[config.mk]
export PLATFORM = sky130hd
export DESIGN_NAME = edid_detailed_timing_decoder
export DESIGN_NICKNAME = d
export VERILOG_FILES = /design/src/edtd_pkg.sv /design/src/edtd_store_decode.sv /design/src/edtd_serial_div.sv /design/src/edid_detailed_timing_decoder.sv
export SDC_FILE = /design/constraint.sdc
export NUM_CORES = 2
export LEC_CHECK = 0
export BUFFER_PORTS_ARGS = -buffer_cell sky130_fd_sc_hd__buf_2
export CAP_MARGIN = 20
export CORE_MARGIN = 2
export CORE_UTILIZATION = 55
export DETAILED_ROUTE_END_ITERATION = 10
export MAX_ROUTING_LAYER = met4
export PLACE_DENSITY = 0.81
export SLEW_MARGIN = 15
export SYNTH_ARGS = -nofsm -noshare
export SYNTH_HDL_FRONTEND = slang
export SYNTH_SLANG_ARGS = --single-unit
[constraint.sdc]
create_clock -name clk -period 18.5 [get_ports clk]
set_clock_uncertainty 0.2 [all_clocks]
set_input_delay 0.925 -clock clk [delete_from_list [all_inputs] [get_ports clk]]
set_output_delay 0.925 -clock clk [all_outputs]
set_load 0.02 [all_outputs]
[src/edtd_pkg.sv]
// ----------------------------------------------------------------------------
// EDID detailed timing decoder package
// Shared widths, register map, reset values and the decoded timing record.
// ----------------------------------------------------------------------------
package edtd_pkg;

	localparam int DESCRIPTOR_LENGTH = 18;
	localparam int POS_W             = 5;

	localparam int CLOCK_W    = 20;
	localparam int ACTIVE_W   = 12;
	localparam int TOTAL_W    = 13;
	localparam int QUOTIENT_W = 30;
	localparam int DIVISOR_W  = 2 * TOTAL_W;
	localparam int DIV_STEPS  = QUOTIENT_W;
	localparam int STEP_W     = 5;

	localparam int CLOCK_SCALE = 1000;

	localparam int PADDR_W = 3;
	localparam int PDATA_W = 32;

	localparam logic REG_MIN_CLOCK = 1'b0;
	localparam logic REG_MAX_CLOCK = 1'b1;

	localparam logic [CLOCK_W-1:0] MIN_CLOCK_RESET = 20'd25000;
	localparam logic [CLOCK_W-1:0] MAX_CLOCK_RESET = 20'd600000;

	typedef struct packed {
		logic [CLOCK_W-1:0]  pixel_clock;
		logic [ACTIVE_W-1:0] h_active;
		logic [TOTAL_W-1:0]  h_total;
		logic [TOTAL_W-1:0]  h_sync_start;
		logic [TOTAL_W-1:0]  h_sync_end;
		logic [ACTIVE_W-1:0] v_active;
		logic [TOTAL_W-1:0]  v_total;
		logic [TOTAL_W-1:0]  v_sync_start;
		logic [TOTAL_W-1:0]  v_sync_end;
		logic                interlaced;
		logic                vsync_pos;
		logic                hsync_pos;
	} timing_t;

endpackage

[src/edtd_store_decode.sv]
// ----------------------------------------------------------------------------
// EDID descriptor byte store and field decode
// Collects the 18 descriptor bytes by position and unpacks the timing fields.
// ----------------------------------------------------------------------------
module edtd_store_decode (
	input  logic              clk,
	input  logic              arst_n,
	input  logic              wr_en,
	input  logic [7:0]        wr_byte,
	output logic              last,
	output edtd_pkg::timing_t timing
);

	logic [7:0]                  store_q [edtd_pkg::DESCRIPTOR_LENGTH];
	logic [edtd_pkg::POS_W-1:0]  pos_q;
	logic [15:0]                 clk_word;
	logic [11:0]                 h_blank;
	logic [11:0]                 v_blank;
	logic [9:0]                  h_off;
	logic [9:0]                  h_width;
	logic [5:0]                  v_off;
	logic [5:0]                  v_width;
	logic [12:0]                 hss;
	logic [12:0]                 vss;

	assign last = wr_en &&
		(pos_q == edtd_pkg::POS_W'(edtd_pkg::DESCRIPTOR_LENGTH - 1));

	always_ff @(posedge clk or negedge arst_n) begin
		if (!arst_n) begin
			pos_q <= '0;
		end else if (wr_en) begin
			if (last) begin
				pos_q <= '0;
			end else begin
				pos_q <= pos_q + 1'b1;
			end
		end
	end

	always_ff @(posedge clk) begin
		if (wr_en) begin
			store_q[pos_q] <= wr_byte;
		end
	end

	always_comb begin
		clk_word = {store_q[1], store_q[0]};
		h_blank  = {store_q[4][3:0], store_q[3]};
		v_blank  = {store_q[7][3:0], store_q[6]};
		h_off    = {store_q[11][7:6], store_q[8]};
		h_width  = {store_q[11][5:4], store_q[9]};
		v_off    = {store_q[11][3:2], store_q[10][7:4]};
		v_width  = {store_q[11][1:0], store_q[10][3:0]};

		timing.pixel_clock = ({4'b0, clk_word} << 3) + ({4'b0, clk_word} << 1);
		timing.h_active    = {store_q[4][7:4], store_q[2]};
		timing.v_active    = {store_q[7][7:4], store_q[5]};
		timing.h_total     = {1'b0, timing.h_active} + {1'b0, h_blank};
		timing.v_total     = {1'b0, timing.v_active} + {1'b0, v_blank};
		hss                = {1'b0, timing.h_active} + {3'b0, h_off};
		vss                = {1'b0, timing.v_active} + {7'b0, v_off};
		timing.h_sync_start = hss;
		timing.v_sync_start = vss;
		timing.h_sync_end   = hss + {3'b0, h_width};
		timing.v_sync_end   = vss + {7'b0, v_width};
		timing.interlaced   = store_q[17][7];
		timing.vsync_pos    = store_q[17][2];
		timing.hsync_pos    = store_q[17][1];
	end

endmodule

[src/edtd_serial_div.sv]
// ----------------------------------------------------------------------------
// EDID refresh bit-serial divider
// Restoring division producing one quotient bit per clock cycle.
// ----------------------------------------------------------------------------
module edtd_serial_div (
	input  logic                                clk,
	input  logic                                arst_n,
	input  logic                                load,
	input  logic [edtd_pkg::QUOTIENT_W-1:0]     dividend,
	input  logic [edtd_pkg::DIVISOR_W-1:0]      divisor,
	output logic                                done,
	output logic [edtd_pkg::QUOTIENT_W-1:0]     quotient
);

	logic                               active_q;
	logic                               done_q;
	logic [edtd_pkg::STEP_W-1:0]        cnt_q;
	logic [edtd_pkg::DIVISOR_W-1:0]     divisor_q;
	logic [edtd_pkg::DIVISOR_W-1:0]     rem_q;
	logic [edtd_pkg::QUOTIENT_W-1:0]    quo_q;
	logic [edtd_pkg::DIVISOR_W:0]       rem_shift;
	logic [edtd_pkg::DIVISOR_W:0]       rem_sub;
	logic                               fits;

	always_comb begin
		rem_shift = {rem_q, quo_q[edtd_pkg::QUOTIENT_W-1]};
		rem_sub   = rem_shift - {1'b0, divisor_q};
		fits      = rem_shift >= {1'b0, divisor_q};
	end

	always_ff @(posedge clk or negedge arst_n) begin
		if (!arst_n) begin
			active_q <= 1'b0;
			done_q   <= 1'b0;
			cnt_q    <= '0;
		end else begin
			done_q <= 1'b0;
			if (load) begin
				active_q <= 1'b1;
				cnt_q    <= edtd_pkg::STEP_W'(edtd_pkg::DIV_STEPS - 1);
			end else if (active_q) begin
				if (cnt_q == '0) begin
					active_q <= 1'b0;
					done_q   <= 1'b1;
				end else begin
					cnt_q <= cnt_q - 1'b1;
				end
			end
		end
	end

	always_ff @(posedge clk) begin
		if (load) begin
			divisor_q <= divisor;
			rem_q     <= '0;
			quo_q     <= dividend;
		end else if (active_q) begin
			rem_q <= fits ? rem_sub[edtd_pkg::DIVISOR_W-1:0]
			              : rem_shift[edtd_pkg::DIVISOR_W-1:0];
			quo_q <= {quo_q[edtd_pkg::QUOTIENT_W-2:0], fits};
		end
	end

	assign done     = done_q;
	assign quotient = quo_q;

endmodule

[src/edid_detailed_timing_decoder.sv]
// ----------------------------------------------------------------------------
// EDID detailed timing decoder
// Decodes an 18-byte detailed timing descriptor into timing values and rates.
// ----------------------------------------------------------------------------
// Usage: present one descriptor byte on descriptor_byte with start high; the
// byte is taken at a rising edge where start is high and busy is low. Bytes
// zero to sixteen are taken one per cycle while start is held. The eighteenth
// byte sets busy through the sequencer states: decode registers the fields,
// load forms the refresh products and loads the two bit-serial dividers, the
// dividers run, and the result is registered when both end. The result then
// shows on the outputs with result_valid high for a single cycle, and busy
// falls in that same cycle. The receiver cannot stall: each result beat lasts
// exactly one cycle. The lowest accepted pixel clock (address 0) and the
// highest accepted pixel clock (address 4) are to be written through the APB
// port only while the block is idle; the block itself does not enforce this.
// Reset clears the byte position, the sequencer and the result strobe and
// restores both pixel clock limits; the descriptor store itself holds no reset
// value.
// ----------------------------------------------------------------------------
module edid_detailed_timing_decoder (
	input  logic                              clk,
	input  logic                              arst_n,
	input  logic                              psel,
	input  logic                              penable,
	input  logic                              pwrite,
	input  logic [edtd_pkg::PADDR_W-1:0]      paddr,
	input  logic [edtd_pkg::PDATA_W-1:0]      pwdata,
	output logic [edtd_pkg::PDATA_W-1:0]      prdata,
	output logic                              pready,
	input  logic                              start,
	output logic                              busy,
	input  logic [7:0]                        descriptor_byte,
	output logic                              result_valid,
	output logic [19:0]                       pixel_clock_khz,
	output logic [11:0]                       h_active,
	output logic [12:0]                       h_total,
	output logic [12:0]                       h_sync_start,
	output logic [12:0]                       h_sync_end,
	output logic [11:0]                       v_active,
	output logic [12:0]                       v_total,
	output logic [12:0]                       v_sync_start,
	output logic [12:0]                       v_sync_end,
	output logic [29:0]                       v_refresh_hz,
	output logic [29:0]                       h_refresh_hz,
	output logic [3:0]                        mode_flags
);

	typedef enum logic [3:0] {
		ST_IDLE   = 4'b0001,
		ST_DECODE = 4'b0010,
		ST_LOAD   = 4'b0100,
		ST_DIV    = 4'b1000
	} state_t;

	state_t                                 state_q;
	logic [edtd_pkg::CLOCK_W-1:0]           min_clock_q;
	logic [edtd_pkg::CLOCK_W-1:0]           max_clock_q;
	logic                                   accept;
	logic                                   last;
	logic                                   cfg_wr;
	edtd_pkg::timing_t                      timing;
	edtd_pkg::timing_t                      timing_q;
	logic                                   valid_q;
	logic                                   zero_total_q;
	logic                                   mode_ok;
	logic                                   div_load;
	logic [edtd_pkg::QUOTIENT_W-1:0]        dividend;
	logic [edtd_pkg::DIVISOR_W-1:0]         frame_pixels;
	logic                                   v_done;
	logic                                   h_done;
	logic [edtd_pkg::QUOTIENT_W-1:0]        v_quo;
	logic [edtd_pkg::QUOTIENT_W-1:0]        h_quo;
	logic                                   result_valid_q;

	assign accept = start && !busy;
	assign busy   = state_q != ST_IDLE;
	assign pready = 1'b1;
	assign cfg_wr = psel && penable && pwrite && pready;

	always_ff @(posedge clk or negedge arst_n) begin
		if (!arst_n) begin
			min_clock_q <= edtd_pkg::MIN_CLOCK_RESET;
			max_clock_q <= edtd_pkg::MAX_CLOCK_RESET;
		end else if (cfg_wr) begin
			case (paddr[2])
				edtd_pkg::REG_MIN_CLOCK: begin
					min_clock_q <= pwdata[edtd_pkg::CLOCK_W-1:0];
				end
				edtd_pkg::REG_MAX_CLOCK: begin
					max_clock_q <= pwdata[edtd_pkg::CLOCK_W-1:0];
				end
				default: begin
				end
			endcase
		end
	end

	always_comb begin
		case (paddr[2])
			edtd_pkg::REG_MIN_CLOCK: prdata = {12'b0, min_clock_q};
			edtd_pkg::REG_MAX_CLOCK: prdata = {12'b0, max_clock_q};
			default:                 prdata = '0;
		endcase
	end

	edtd_store_decode u_store (
		.clk     (clk),
		.arst_n  (arst_n),
		.wr_en   (accept),
		.wr_byte (descriptor_byte),
		.last    (last),
		.timing  (timing)
	);

	always_comb begin
		mode_ok = (timing.h_active != '0) && (timing.v_active != '0) &&
			(timing.h_total > {1'b0, timing.h_active}) &&
			(timing.v_total > {1'b0, timing.v_active}) &&
			(timing.pixel_clock >= min_clock_q) &&
			(timing.pixel_clock <= max_clock_q) &&
			(timing.h_sync_start >= {1'b0, timing.h_active}) &&
			(timing.h_sync_end >= timing.h_sync_start) &&
			(timing.h_total >= timing.h_sync_end) &&
			(timing.v_sync_start >= {1'b0, timing.v_active}) &&
			(timing.v_sync_end >= timing.v_sync_start) &&
			(timing.v_total >= timing.v_sync_end);
	end

	always_ff @(posedge clk) begin
		if (state_q == ST_DECODE) begin
			timing_q     <= timing;
			valid_q      <= mode_ok;
			zero_total_q <= (timing.h_total == '0) || (timing.v_total == '0);
		end
	end

	assign div_load     = state_q == ST_LOAD;
	assign dividend     = edtd_pkg::QUOTIENT_W'(timing_q.pixel_clock) *
		edtd_pkg::QUOTIENT_W'(edtd_pkg::CLOCK_SCALE);
	assign frame_pixels = edtd_pkg::DIVISOR_W'(timing_q.h_total) *
		edtd_pkg::DIVISOR_W'(timing_q.v_total);

	edtd_serial_div u_vdiv (
		.clk      (clk),
		.arst_n   (arst_n),
		.load     (div_load),
		.dividend (dividend),
		.divisor  (frame_pixels),
		.done     (v_done),
		.quotient (v_quo)
	);

	edtd_serial_div u_hdiv (
		.clk      (clk),
		.arst_n   (arst_n),
		.load     (div_load),
		.dividend (dividend),
		.divisor  (edtd_pkg::DIVISOR_W'(timing_q.h_total)),
		.done     (h_done),
		.quotient (h_quo)
	);

	always_ff @(posedge clk or negedge arst_n) begin
		if (!arst_n) begin
			state_q        <= ST_IDLE;
			result_valid_q <= 1'b0;
		end else begin
			result_valid_q <= 1'b0;
			case (state_q)
				ST_IDLE: begin
					if (last) begin
						state_q <= ST_DECODE;
					end
				end
				ST_DECODE: begin
					state_q <= ST_LOAD;
				end
				ST_LOAD: begin
					state_q <= ST_DIV;
				end
				ST_DIV: begin
					if (v_done && h_done) begin
						state_q        <= ST_IDLE;
						result_valid_q <= 1'b1;
					end
				end
				default: begin
					state_q <= ST_IDLE;
				end
			endcase
		end
	end

	always_ff @(posedge clk) begin
		if (state_q == ST_DIV && v_done && h_done) begin
			pixel_clock_khz <= timing_q.pixel_clock;
			h_active        <= timing_q.h_active;
			h_total         <= timing_q.h_total;
			h_sync_start    <= timing_q.h_sync_start;
			h_sync_end      <= timing_q.h_sync_end;
			v_active        <= timing_q.v_active;
			v_total         <= timing_q.v_total;
			v_sync_start    <= timing_q.v_sync_start;
			v_sync_end      <= timing_q.v_sync_end;
			v_refresh_hz    <= zero_total_q ? '0 : v_quo;
			h_refresh_hz    <= zero_total_q ? '0 : h_quo;
			mode_flags      <= {valid_q, timing_q.interlaced, timing_q.vsync_pos,
				timing_q.hsync_pos};
		end
	end

	assign result_valid = result_valid_q;

	a_last_sets_busy: assert property (@(posedge clk) disable iff (!arst_n)
		accept && last |=> busy)
		else $error("last descriptor byte did not start decoding");

	a_result_when_idle: assert property (@(posedge clk) disable iff (!arst_n)
		result_valid |-> !busy && $past(state_q == ST_DIV))
		else $error("result beat outside the end of a division");

	a_zero_total_rates: assert property (@(posedge clk) disable iff (!arst_n)
		result_valid && (h_total == '0 || v_total == '0) |->
			v_refresh_hz == '0 && h_refresh_hz == '0)
		else $error("nonzero refresh with a zero total");

	a_refresh_order: assert property (@(posedge clk) disable iff (!arst_n)
		result_valid |-> v_refresh_hz <= h_refresh_hz)
		else $error("vertical refresh above horizontal refresh");

endmodule
=== After elaboration in Yosys (flattened, before gate mapping) ===
Memories as Yosys holds them, arrays and structs flattened. A register that Yosys moved wholly into a read port is not among the register bits.
Cells that the tools add are included.

* Word-level logic and storage cells: 146
* Register bits after elaboration: 525
* Memories kept: 1
* Memory bits (writable): 144
* Output and inout bits: 221
* Bits of input ports: 49

* $add $sub $neg: 12
* Reduce and logical (&&, ||, !) cells: 33
* $lt $le $gt $ge: 12
* Eq/ne operators: 10
* Bitwise logic cells: 1
* Mux-type cells: 33
* $mul: 2

{| class="wikitable"
|+ Memories
! name !! words !! width !! rd ports !! clocked after memory_dff !! wr ports !! line !! text
|-
| u_store.store_q || 18 || 8 || 13 || 1 || 1 || edtd_store_decode.sv:14 || <nowiki>logic [7:0] store_q [edtd_pkg::DESCRIPTOR_LENGTH];</nowiki>
|}

{| class="wikitable"
|+ Operator list
! kind !! number
|-
| two-way mux 30 bit || 4
|-
| case mux 32 bit (2 select lines) || 1
|-
| >= comparator 13 bit || 4
|-
| two-way mux 26 bit || 2
|-
| two-way mux 5 bit || 7
|-
| >= comparator 27 x 13 -> 1 bit || 1
|-
| >= comparator 27 x 26 -> 1 bit || 1
|-
| multiplier 20 x 7 -> 27 bit, second input constant || 1
|-
| adder 12 x 12 -> 13 bit || 2
|-
| >= comparator 13 x 12 -> 1 bit || 2
|-
| > comparator 13 x 12 -> 1 bit || 2
|-
| zero test 13 bit || 2
|-
| multiplier 13 x 13 -> 26 bit || 1
|-
| subtractor 26 x 13 -> 26 bit || 1
|-
| subtractor 26 bit || 1
|-
| nonzero test 12 bit || 2
|-
| adder 19 x 17 -> 20 bit || 1
|-
| >= comparator 20 bit || 1
|-
| <= comparator 20 bit || 1
|-
| logical AND 1 bit || 18
|-
| two-way mux 1 bit || 16
|-
| case mux 4 bit (4 select lines) || 1
|-
| adder 12 x 10 -> 13 bit || 1
|-
| adder 12 x 6 -> 13 bit || 1
|-
| 18 further kinds || 29
|}

=== Logic depth before layout (Yosys ltp) ===
An unclocked memory read counts as a cell.

* Depth after elaboration: 13
* Depth in mapped cells: 23
* Depth with buffers taken out: 23

=== Modules after synthesis ===
From an unflattened synthesis, not the netlist that was laid out.

* Cells, all modules: 3548
* Area total of the unflattened synthesis: 40891.7 µm²

{| class="wikitable"
|+ Modules (own cells, without submodules)
! module !! cells each !! times used !! area an instance (µm²)
|-
| edid_detailed_timing_decoder || 1968 || 1 || 24004.3
|-
| edtd_serial_div || 482 || 2 || 5002.3
|-
| edtd_store_decode || 616 || 1 || 6882.9
|}

=== Worst setup path after synthesis ===
No wires, ideal clock.

* Path type: reg-to-reg
* Start: register state_q[1]
* End: register timing_q[0] (netlist name)
* Setup time: 967 ps
* Cell stages (with the launch flop): 2
* Slack: 3960 ps
* Arrival: 13374 ps
* Required time: 17333 ps
* Cell sequence: dfrtp_1 nor4b_1

* Longest elaborated chain between the ends: 1

{| class="wikitable"
|+ Ends and longest elaborated chain
! item !! line !! text
|-
| start, declared || edid_detailed_timing_decoder.sv:55 || <nowiki>state_t state_q;</nowiki>
|-
| start signal, assigned || edid_detailed_timing_decoder.sv:165 || <nowiki>state_q <= ST_IDLE;</nowiki>
|-
| start signal, assigned || edid_detailed_timing_decoder.sv:172 || <nowiki>state_q <= ST_DECODE;</nowiki>
|-
| start signal, assigned || edid_detailed_timing_decoder.sv:176 || <nowiki>state_q <= ST_LOAD;</nowiki>
|-
| equality test 4 x 2 -> 1 bit || edid_detailed_timing_decoder.sv:130 || <nowiki>if (state_q == ST_DECODE) begin</nowiki>
|}

Every way passes these cells.
A chain may end at the register's enable or synchronous reset.

=== Worst setup path in the final report ===
* Start: register timing_q[86] (netlist name)
* End: register u_vdiv.divisor_q[25] (netlist name), data pin

* Longest elaborated chain between the ends: 1

{| class="wikitable"
|+ Ends and longest elaborated chain
! item !! line !! text
|-
| start, declared || edid_detailed_timing_decoder.sv:62 || <nowiki>edtd_pkg::timing_t timing_q;</nowiki>
|-
| start signal, assigned || edid_detailed_timing_decoder.sv:131 || <nowiki>timing_q <= timing;</nowiki>
|-
| multiplier 13 x 13 -> 26 bit || edid_detailed_timing_decoder.sv:140 || <nowiki>assign frame_pixels = edtd_pkg::DIVISOR_W'(timing_q.h_total) *</nowiki>
|-
| net frame_pixels (one bit) || edid_detailed_timing_decoder.sv:68 || <nowiki>logic [edtd_pkg::DIVISOR_W-1:0] frame_pixels;</nowiki>
|-
| end signal, assigned || edtd_serial_div.sv:54 || <nowiki>divisor_q <= divisor;</nowiki>
|-
| end, declared || edtd_serial_div.sv:18 || <nowiki>logic [edtd_pkg::DIVISOR_W-1:0] divisor_q;</nowiki>
|}

The timed path passes the listed nets, and every way through them passes these cells.

==> metrics.cfg <==
[outcome]
status=complete, no violations

[logic_synthesis]
syn_area_per_cell_um2=11.6
yosys_warnings=0
ys_types=81
synth_area_um2=38300
ys_ff_latch=625
synth-edff-count=503
netlist_instances=3300
async_flop_share_pct=10.2
yosysSeqAreaShare_pct=46.8
ys.flop_type=edfxtp_1

[global_route]
grt_max_degree=76
antenna_found_initial=1
grt.overflow.total=0
grt_pass1_wl_um=136000
track_usage_pct=24.9
grt_pass1_vias=25400

[power_and_ir_drop]
power.density_nw_per_um2=82.3
peakVddDrop_v=0.0000776
leakagePower_nw=18.3

[placed_design]
place_congestion=0.923
place_hpwl_um=61700
port_buffers=241
dp.cells=4406

[floorplanning]
die_h_um=268
start_util_pct=55.7
die_area_um2=71700
core_area_um2=68700
rows=96
io_pins=270
fp.dieW_um=268

[final_layout]
syn_to_final_growth_pct=11.6
nFillCells=5328
drive_above_1_share_pct=12.4
multiInputGateArea_um2=18600
regArea_um2=17900
final_util_pct=62.1
final_common_cell=edfxtp_1
nets=4163
final_cell_mix=edfxtp_1, inv_1, ha_1
stdcell_count=4526

[sta]
fin_crit_sh_pct=36.0
hold_viol=0
setup_viol=0
relSlewSlack_pct=29.2
setup_tns_ps=0
worst_slew_pin_slew_ps=1050
fin_crit_ps=6670
final_max_slew_viol_count=0
rsz0062_at_grt=false
hold-worst-slack_ps=209
fmax_mhz=150

[clocking]
cts_tree=built
cts.path.max_buffers=3
cts.sinks=625
cts_max_level=3
cts.clk_slew.worst_paths_ps=60
post-cts-setup-buffers=0
root_buffer=clkbuf_16
hold_buffers=0
insertion_delay_ps=610
cts_resized=0
cts-buffers-inserted=68

[worst_hold_path]
hold_path.class=reg -> reg

[worst_setup_path]
critPathArrivalTime_ps=6820
crit_path_end_kind=flip-flop
path_class=reg -> reg
start_kind=flip-flop
required_ps=18650
worstPathMaxFanout=15

[route]
vias=25500
via_per_inst=5.64
drtPass1Iterations=5
wl_per_cell_um=19.0
wl_um=86000
drcViolationCount=0
final_antenna_net_count=0
drtIter0Drc=1930

[run]
drv_cap=0

-- worst paths after layout --
path / from / endpoint / slack [ps] / depth (start not counted)
min in group asynchronous: arst_n / max_clock_q[3] / 290 / 2
worst min-delay path: timing_q[53] / v_active[11] / 210 / 0
worst max-delay path: timing_q[86] / u_vdiv.divisor_q[25] / 11830 / 19
worst min register to register: timing_q[53] / v_active[11] / 210 / 0
worst max register to register: timing_q[86] / u_vdiv.divisor_q[25] / 11830 / 19
max in group asynchronous: arst_n / u_vdiv.cnt_q[2] / 17220 / 2
-- per-layer routing --
| metal | track usage [%] | vias to the layer above | wire (um) |
|---|---|---|---|
| li1 | - | 12000 | - |
| met1 | 33.0 | 12500 | 36700 |
| met2 | 39.0 | 852 | 40300 |
| met3 | 4.09 | 162 | 6200 |
| met4 | 9.06 | 0 | 2860 |
| met5 | - | - | 0 |
-- stage by stage --
stage	power [mW]	worst slack (ps)	instance area (um^2)
6_report	3.51	11830	42700
5_1_grt	3.65	11590	42700
4_1_cts	3.53	11870	42700
3_5_place_dp	2.13	11890	40400
3_3_place_gp	2.11	11940	40400
2_1_floorplan	1.99	3960	38300
-- flip-flops by register name (all words and copies together) (netlist names), 30 cells and up --
name             count
timing_q           124
u_store.store_q     99
h_refresh_hz        30
v_refresh_hz        30
u_vdiv.quotient     30
u_hdiv.quotient     30
-- cells by family (layout without fill, tap and decap cells) --
group           count (synthesis)  count (layout)  synth area share (%)
simple gates                  829             829                  10.8
flops                         625             625                  46.8
fa+ha+maj                     570             570                  22.5
compound gates                562             562                  9.28
buf+inv                       477             759                  4.86
xor+xnor                      160             160                  3.66
mux                            75              75                  2.10
other cells                     2              15                0.0196
-- critical path: stages, from the launching register on --
cell and delay, ps:
edfxtp_1 950, nand2_1 170, fa_1 550, inv_1 60, fa_1 500, fa_1 520
inv_1 50, fa_1 490, fa_1 550, inv_1 40, ha_1 330, o21a_1 190
o21a_1 170, o21bai_1 210, o211a_1 200, o31ai_1 100, or4b_2 610, a31o_2 260
a21oi_1 190, xnor2_1 80
-- synthesized netlist by cell type (15+ instances only) --
| library cell | instances | area (um^2) |
|---|---|---|
| nand2_1 | 284 | 1070 |
| edfxtp_1 | 503 | 15100 |
| xor2_1 | 46 | 403 |
| clkbuf_1 | 72 | 270 |
| nor3_1 | 47 | 235 |
| a31oi_1 | 20 | 125 |
| a21oi_1 | 162 | 811 |
| and2_1 | 95 | 594 |
| ha_1 | 373 | 4670 |
| nand4_1 | 22 | 138 |
| dfstp_2 | 15 | 394 |
| dfxtp_1 | 58 | 1160 |
| dfrtp_1 | 49 | 1230 |
| mux2_2 | 42 | 473 |
| xnor2_1 | 114 | 998 |
| o21bai_1 | 18 | 135 |
| mux2i_1 | 33 | 330 |
| and3_1 | 27 | 169 |
| a22o_1 | 18 | 158 |
| nor2_1 | 121 | 454 |
| fa_1 | 196 | 3920 |
| nand3_1 | 48 | 240 |
| nor4_1 | 18 | 113 |
| nor2b_1 | 83 | 519 |
| o21a_1 | 29 | 218 |
| nand2b_1 | 25 | 156 |
| inv_1 | 381 | 1430 |
| o21ai_0 | 146 | 731 |
| a21o_1 | 53 | 398 |
| a211oi_1 | 19 | 143 |
-- report_power, final --
| group | switching, mW | internal, mW |
|---|---|---|
| clock network | 0.568 | 0.831 |
| logic | 0.311 | 0.207 |
| registers | 0.0325 | 1.56 |
-- cell type report --
class                   count  area share [%]
multi-input cells        2210            43.5
flip-flops and latches    625            41.9
clock buffers              82            4.26
inverters                 381            3.35
repair buffers            259            3.16
well taps                 931            2.73
clock inverters            37            1.08
diodes                      1         0.00586
Note: power is estimated with default switching activity, not from simulation.
